File: src/design/tps_pkg.sv
// Shared types, constants and helpers for the three-class partition sorter.
// Depends on nothing; every other design file imports it.
package tps_pkg;

	localparam int COLOR_W = 2;
	localparam int LENGTH_W = 16;
	localparam int MAX_ITEMS_DEF = 64;
	localparam int LENGTH_BITS_DEF = 16;

	localparam logic [COLOR_W-1:0] COLOR_BLUE = 2'd0;
	localparam logic [COLOR_W-1:0] COLOR_GREEN = 2'd1;
	localparam logic [COLOR_W-1:0] COLOR_RED = 2'd2;

	// Commands from the controller to the datapath.
	typedef struct packed {
		logic insert;
		logic pop;
		logic pop_last;
		logic pop_ovf;
	} tps_cmd_t;

	// Any code other than blue or red is treated as green.
	function automatic logic [COLOR_W-1:0] map_color(input logic [COLOR_W-1:0] code);
		logic [COLOR_W-1:0] res;
		case (code)
			COLOR_BLUE: res = COLOR_BLUE;
			COLOR_RED: res = COLOR_RED;
			default: res = COLOR_GREEN;
		endcase
		return res;
	endfunction

endpackage

File: src/design/tps_ctrl.sv
// Controller of the sorter: load and drain phases, item count, drop flag, output valid.
// Depends on tps_pkg.
module tps_ctrl #(
	parameter int MAX_ITEMS = tps_pkg::MAX_ITEMS_DEF
) (
	input  logic clk,
	input  logic arst_n,
	input  logic in_valid,
	output logic in_ready,
	input  logic last_in,
	output logic out_valid,
	input  logic out_ready,
	output tps_pkg::tps_cmd_t cmd
);
	import tps_pkg::*;

	localparam int CNT_W = $clog2(MAX_ITEMS + 1);
	localparam logic [CNT_W-1:0] CNT_MAX = CNT_W'(MAX_ITEMS);
	localparam logic [CNT_W-1:0] CNT_ONE = CNT_W'(1);

	localparam logic [0:0] ST_LOAD = 1'b0;
	localparam logic [0:0] ST_DRAIN = 1'b1;

	logic [0:0] state_q;
	logic [CNT_W-1:0] count_q;
	logic dropped_q;
	logic out_valid_q;
	logic accept;
	logic has_room;
	logic pop;

	assign in_ready = (state_q == ST_LOAD);
	assign accept = in_valid && in_ready;
	assign has_room = (count_q < CNT_MAX);
	assign pop = (state_q == ST_DRAIN) && (!out_valid_q || out_ready);
	assign out_valid = out_valid_q;

	always_comb begin
		cmd.insert = accept && has_room;
		cmd.pop = pop;
		cmd.pop_last = (count_q == CNT_ONE);
		cmd.pop_ovf = dropped_q;
	end

	always_ff @(posedge clk or negedge arst_n) begin
		if (!arst_n) begin
			state_q <= ST_LOAD;
			count_q <= '0;
			dropped_q <= 1'b0;
			out_valid_q <= 1'b0;
		end else begin
			if (pop) begin
				out_valid_q <= 1'b1;
			end else if (out_ready) begin
				out_valid_q <= 1'b0;
			end
			unique case (state_q)
				ST_LOAD: begin
					if (accept) begin
						if (has_room) begin
							count_q <= count_q + CNT_ONE;
						end else begin
							dropped_q <= 1'b1;
						end
						if (last_in) begin
							state_q <= ST_DRAIN;
						end
					end
				end
				ST_DRAIN: begin
					if (pop) begin
						count_q <= count_q - CNT_ONE;
						if (count_q == CNT_ONE) begin
							state_q <= ST_LOAD;
							dropped_q <= 1'b0;
						end
					end
				end
				default: state_q <= ST_LOAD;
			endcase
		end
	end

	a_count_bound: assert property (@(posedge clk) disable iff (!arst_n)
		count_q <= CNT_MAX)
		else $error("item count exceeds capacity");

	a_drain_nonempty: assert property (@(posedge clk) disable iff (!arst_n)
		(state_q == ST_DRAIN) |-> (count_q != '0))
		else $error("drain phase with an empty store");

	a_last_pop_ends: assert property (@(posedge clk) disable iff (!arst_n)
		(pop && count_q == CNT_ONE) |=> (state_q == ST_LOAD && count_q == '0 && !dropped_q))
		else $error("final pop did not return to load phase");

	a_pop_shows: assert property (@(posedge clk) disable iff (!arst_n)
		pop |=> out_valid_q)
		else $error("popped item not presented");

endmodule

File: src/design/tps_datapath.sv
// Datapath of the sorter: a sorted insertion chain of key cells and the output register.
// Depends on tps_pkg; driven by commands from tps_ctrl.
module tps_datapath #(
	parameter int MAX_ITEMS = tps_pkg::MAX_ITEMS_DEF,
	parameter int LENGTH_BITS = tps_pkg::LENGTH_BITS_DEF
) (
	input  logic clk,
	input  logic arst_n,
	input  tps_pkg::tps_cmd_t cmd,
	input  logic [tps_pkg::COLOR_W-1:0] color_code,
	input  logic [tps_pkg::LENGTH_W-1:0] length,
	output logic [tps_pkg::COLOR_W-1:0] out_color,
	output logic [tps_pkg::LENGTH_W-1:0] out_length,
	output logic last_out,
	output logic overflow
);
	import tps_pkg::*;

	localparam int KEY_W = COLOR_W + LENGTH_BITS;

	logic [LENGTH_BITS-1:0] len_c;
	logic [KEY_W-1:0] new_key;
	logic [KEY_W-1:0] key_q [MAX_ITEMS];
	logic [MAX_ITEMS-1:0] vld_q;
	logic [MAX_ITEMS-1:0] gt;
	logic [COLOR_W-1:0] out_color_q;
	logic [LENGTH_W-1:0] out_length_q;
	logic last_q;
	logic ovf_q;

	// Saturate the length when the stored key is narrower than the port.
	if (LENGTH_BITS >= LENGTH_W) begin : g_len_wide
		assign len_c = LENGTH_BITS'(length);
	end else begin : g_len_narrow
		assign len_c = ((length >> LENGTH_BITS) != '0) ? '1 : length[LENGTH_BITS-1:0];
	end

	assign new_key = {map_color(color_code), len_c};

	// An empty cell counts as greater, so the chain stays sorted with empties at the top.
	always_comb begin
		for (int i = 0; i < MAX_ITEMS; i++) begin
			gt[i] = !vld_q[i] || (key_q[i] > new_key);
		end
	end

	for (genvar i = 0; i < MAX_ITEMS; i++) begin : g_cell
		logic take_new;
		if (i == 0) begin : g_first
			assign take_new = 1'b1;
		end else begin : g_rest
			assign take_new = !gt[i-1];
		end

		always_ff @(posedge clk) begin
			if (cmd.insert && gt[i]) begin
				key_q[i] <= take_new ? new_key : key_q[(i == 0) ? 0 : i - 1];
			end else if (cmd.pop && i < MAX_ITEMS - 1) begin
				key_q[i] <= key_q[(i < MAX_ITEMS - 1) ? i + 1 : i];
			end
		end

		always_ff @(posedge clk or negedge arst_n) begin
			if (!arst_n) begin
				vld_q[i] <= 1'b0;
			end else if (cmd.insert && gt[i]) begin
				vld_q[i] <= take_new ? 1'b1 : vld_q[(i == 0) ? 0 : i - 1];
			end else if (cmd.pop) begin
				vld_q[i] <= (i < MAX_ITEMS - 1) ? vld_q[(i < MAX_ITEMS - 1) ? i + 1 : i] : 1'b0;
			end
		end
	end

	always_ff @(posedge clk) begin
		if (cmd.pop) begin
			out_color_q <= key_q[0][KEY_W-1 -: COLOR_W];
			out_length_q <= LENGTH_W'(key_q[0][LENGTH_BITS-1:0]);
			last_q <= cmd.pop_last;
			ovf_q <= cmd.pop_ovf;
		end
	end

	assign out_color = out_color_q;
	assign out_length = out_length_q;
	assign last_out = last_q;
	assign overflow = ovf_q;

	a_pop_valid: assert property (@(posedge clk) disable iff (!arst_n)
		cmd.pop |-> vld_q[0])
		else $error("pop from an empty chain");

	a_no_overlap: assert property (@(posedge clk) disable iff (!arst_n)
		!(cmd.pop && cmd.insert))
		else $error("insert and pop in the same cycle");

	a_last_drains: assert property (@(posedge clk) disable iff (!arst_n)
		(cmd.pop && cmd.pop_last) |=> (vld_q == '0))
		else $error("chain not empty after final pop");

endmodule

File: src/design/three_class_partition_sorter.sv
// Top level of the three-class partition sorter: controller plus insertion-chain datapath.
// Depends on tps_pkg, tps_ctrl and tps_datapath.
//
//  channel | handshake           | payload
//  input   | in_valid / in_ready | color_code, length, last_in
//  output  | out_valid/out_ready | out_color, out_length, last_out, overflow
//
// Each input item is placed directly in the sorted chain, so a set loads at one item
// per cycle; the chain compares all cells with the new key in parallel.
// After the item marked last, the set drains at one result per cycle from the head of the
// chain unless the output stalls; the next set may load once the final result is taken
// into the output register. A stalled output holds the chain. Reset clears all valid bits.
module three_class_partition_sorter #(
	parameter int MAX_ITEMS = tps_pkg::MAX_ITEMS_DEF,
	parameter int LENGTH_BITS = tps_pkg::LENGTH_BITS_DEF
) (
	input  logic clk,
	input  logic arst_n,
	input  logic in_valid,
	output logic in_ready,
	input  logic [tps_pkg::COLOR_W-1:0] color_code,
	input  logic [tps_pkg::LENGTH_W-1:0] length,
	input  logic last_in,
	output logic out_valid,
	input  logic out_ready,
	output logic [tps_pkg::COLOR_W-1:0] out_color,
	output logic [tps_pkg::LENGTH_W-1:0] out_length,
	output logic last_out,
	output logic overflow
);
	import tps_pkg::*;

	tps_cmd_t cmd;

	tps_ctrl #(
		.MAX_ITEMS(MAX_ITEMS)
	) u_ctrl (
		.clk(clk),
		.arst_n(arst_n),
		.in_valid(in_valid),
		.in_ready(in_ready),
		.last_in(last_in),
		.out_valid(out_valid),
		.out_ready(out_ready),
		.cmd(cmd)
	);

	tps_datapath #(
		.MAX_ITEMS(MAX_ITEMS),
		.LENGTH_BITS(LENGTH_BITS)
	) u_datapath (
		.clk(clk),
		.arst_n(arst_n),
		.cmd(cmd),
		.color_code(color_code),
		.length(length),
		.out_color(out_color),
		.out_length(out_length),
		.last_out(last_out),
		.overflow(overflow)
	);

endmodule
File: config.mk
export PLATFORM = sky130hd
export DESIGN_NAME = three_class_partition_sorter
export DESIGN_NICKNAME = d
export VERILOG_FILES = /design/src/design/tps_pkg.sv /design/src/design/tps_ctrl.sv /design/src/design/tps_datapath.sv /design/src/design/three_class_partition_sorter.sv
export SDC_FILE = /design/constraint.sdc
export NUM_CORES = 2
export LEC_CHECK = 0
export ABC_AREA = 1
export BUFFER_PORTS_ARGS = -buffer_cell sky130_fd_sc_hd__buf_4
export CORE_MARGIN = 1
export CORE_UTILIZATION = 45
export CTS_CLUSTER_DIAMETER = 120
export DETAILED_ROUTE_END_ITERATION = 10
export HOLD_SLACK_MARGIN = 0.02
export PLACE_DENSITY_LB_ADDON = 0.25
export SYNTH_ARGS = -nofsm -noshare
export SYNTH_HDL_FRONTEND = slang
export SYNTH_SLANG_ARGS = --single-unit
File: constraint.sdc
create_clock -name clk -period 7.5 [get_ports clk]
set_clock_uncertainty 0.2 [all_clocks]
set_input_delay 0.75 -clock clk [delete_from_list [all_inputs] [get_ports clk]]
set_output_delay 0.75 -clock clk [all_outputs]
set_load 0.01 [all_outputs]
==> reports/metrics.csv <==
metric,value,unit
status,"finished, violations left",
violations,DRC,
synth_ff_type,edfxtp_1,
yosys_warnings,0,
cts.clk_slew.worst_paths,0.06,ns
rsz0062_at_grt,no,
ys_ff_latch,1246,
dieArea,219000,µm²
fp.dieW,468,µm
cpMostUsedCell,nand2_1,
layout_setup_ws,2.83,ns
maxSlewViolCount,0,
cts_made_buffers,152,
rrSetupSlack,3.45,ns
h-tree-depth,4,
fin_area,104000,µm²
drtAntennaViolNets,0,
drc,1,
hp-class,in2reg,
grt-ovfl-total,0,
setup_viol,0,
vias_per_cell,5.73,
synth_edf_count,1172,
layout-drive-gt1-share,0.0488,
avgSynthCellArea,7.76,µm²
num_io_pins,45,
drt-initial-drc-count,9528,
num_vias,86624,
min_to,u_ctrl.dropped_q,
first_global_vias,83480,
clk_latency,0.83,ns
hpwl,215,mm
cp_slowest_cell,nand2_1,
die_h,468,µm
yosys.area.top_type,edfxtp_1,
cp_data_required_time,7.75,ns
grt_pass1_wl,467,mm
tightest_slew,1.14,ns
relSlewSlack,0.241,
drt-wirelength-per-cell,20.1,µm
antenna_found_initial,3,
critPathLaunchType,primary input,
max_cap_viol_count,0,
r2r_end,u_datapath.key_q[11][6],
arrival,4.92,ns
hold_viol_final,0,
grt_max_degree,160,
utilization,0.482,
initial_core_util,0.453,
yosysSeqAreaShare,0.380,
max_freq,0.214,GHz
clock_path_buffers,3,
syn_inst,12573,
peakVddDrop,0.299,mV
min_from,in_valid,
crit_path_cell_trace,buf_4 > inv_4 > nand2_4 > buf_12 > ha_1 > nand2_1 > nor2_2 > nand2_1 > nor2_1 > o21ai_1 > nand3_1 > nand2_2 > nand2_1 > nand2_1 > nand2_1,
nets,13338,
cellLeakagePower,0.0495,µW
placed_area,98700,µm²
syn_to_final_growth,6.38,%
num_rows,170,
cts-root-buf,clkbuf_16,
worstPathMaxFanout,48,
worstReg2RegStart,u_ctrl.state_q,
grt_usage,0.272,
synthTopCellsByCount,"nand2_1, nand3_1, inv_1",
portBuffers,44,
period_needed,4.67,ns
powerDensity,420,nW/µm²
core_area,215000,µm²
synth_top_area_frac,0.361,
startpoint,color_code[0],
wl,304,mm
synth_nets,13751,
r2r_cells,6,
pre_cts_ws,2.14,ns
gp_congestion,0.930,
cts_sinks,1246,
async_flop_share,0.0594,
hold-path-cell-count,3,
cp_slowest_stage_delay,0.63,ns
syn_area,97500,µm²
cts_tree,built,
crit_path_end_kind,flip-flop,
fin_crit_sh,0.622,
yosysUniqueCellTypes,37,
finalSetupTns,0,ns
crit_type,in2reg,
drt_first_pass_iters,11,
hold_slack,0.177,ns
synth.top_cells.by_area,"edfxtp_1, ha_1, nand3_1, nand2_1, inv_1",
yosysMostFrequentCell,nand2_1,
-- what timing repair did --
| item | CTS | global route |
|---|---|---|
| endpoints found under the setup margin | 0 | 0 |
| resized for setup | 0 | 0 |
| endpoints found under the hold margin | 35 | 0 |
| setup buffers | 0 | 0 |
| hold buffers | 4 | 0 |
-- how the worst max path moves through the flow --
stage                                          end  slack (ns)  depth (start not counted)
after floorplan             u_datapath.key_q[0][0]        2.57                         14
after global placement    u_datapath.key_q[11][12]        2.25                         15
after detailed placement   u_datapath.key_q[7][65]        2.14                         15
after CTS                  u_datapath.key_q[7][59]        3.00                         15
after global routing       u_datapath.key_q[7][60]        2.60                         15
final                      u_datapath.key_q[7][63]        2.83                         15
-- layout by cell type (no fill, tap or decap), drive strengths merged, types with 3 or more instances in the layout --
cell type and instances:
and2 33, or2 30, ha 1155, nand4 10, inv 1558, a21oi 278, buf 155, edfxtp 1172
xnor2 3, xor2 3, nand3 2564, a21o 105, dlygate4sd3 4, dfrtp 74, clkinv 51, nand2 3071
clkinvlp 3, o21bai 49, o21ai 1133, nor2 603, bufinv 11, clkbuf 209, nor3 4
-- stage by stage --
stage | power (µW) | std cells
after global placement | 34800 | 14840
after CTS | 43300 | 15122
after detailed placement | 35700 | 14840
after floorplan | 29400 | 12573
final | 43600 | 15124
after global routing | 47000 | 15124
-- report_power, final --
group	switching (µW)	leakage, µW	total (µW)	internal [µW]
clock network	3180	0.00245	7580	4400
registers	2340	0.0126	15200	12900
logic	14300	0.0345	20800	6510
-- cell families (layout without fill, tap and decap cells) --
| logic type | after synthesis | after routing | synth area share |
|---|---|---|---|
| fa+ha+maj | 1155 | 1155 | 0.148 |
| xor+xnor | 6 | 6 | 0.000539 |
| simple gates | 6318 | 6318 | 0.287 |
| compound gates | 1568 | 1568 | 0.0845 |
| buf+inv | 2280 | 1991 | 0.100 |
| flops | 1246 | 1246 | 0.380 |
| other cells | 0 | 2 | 0 |
-- flip-flops by register name, indices dropped and copies added, names as in the netlist --
name,flops
u_datapath.last_out,1
u_datapath.out_color,2
u_datapath.overflow,1
u_ctrl.count_q,7
u_datapath.vld_q,64
u_datapath.key_q,1152
u_ctrl.out_valid,1
u_ctrl.dropped_q,1
u_datapath.out_length,16
u_ctrl.state_q,1
-- final cells by class --
cell class	instances	area (µm²)
multi-input combinational	9047	50700
clock inverter	69	656
timing repair buffer	159	1530
inverter	1554	5930
tap	2838	3550
sequential	1246	37000
fill	20711	111000
clock buffer	209	4320
antenna	2	5.00
-- layer usage --
metal | track usage | routed length (µm) | up-vias
met5 | 0 | 0 | -
met4 | 0.0913 | 9420 | 0
met3 | 0.0410 | 22000 | 637
met2 | 0.458 | 144000 | 3225
met1 | 0.353 | 128000 | 41256
li1 | - | - | 41506
-- critical path, delay by kind of cell --
kind	cells	cell delay [ns]
buffers and inverters	3	0.92
adders and majority gates	1	0.36
AOI/OAI and AO/OA	1	0.08
and+or+nand+nor	10	2.64
Note: power is estimated with default switching activity, not from simulation.
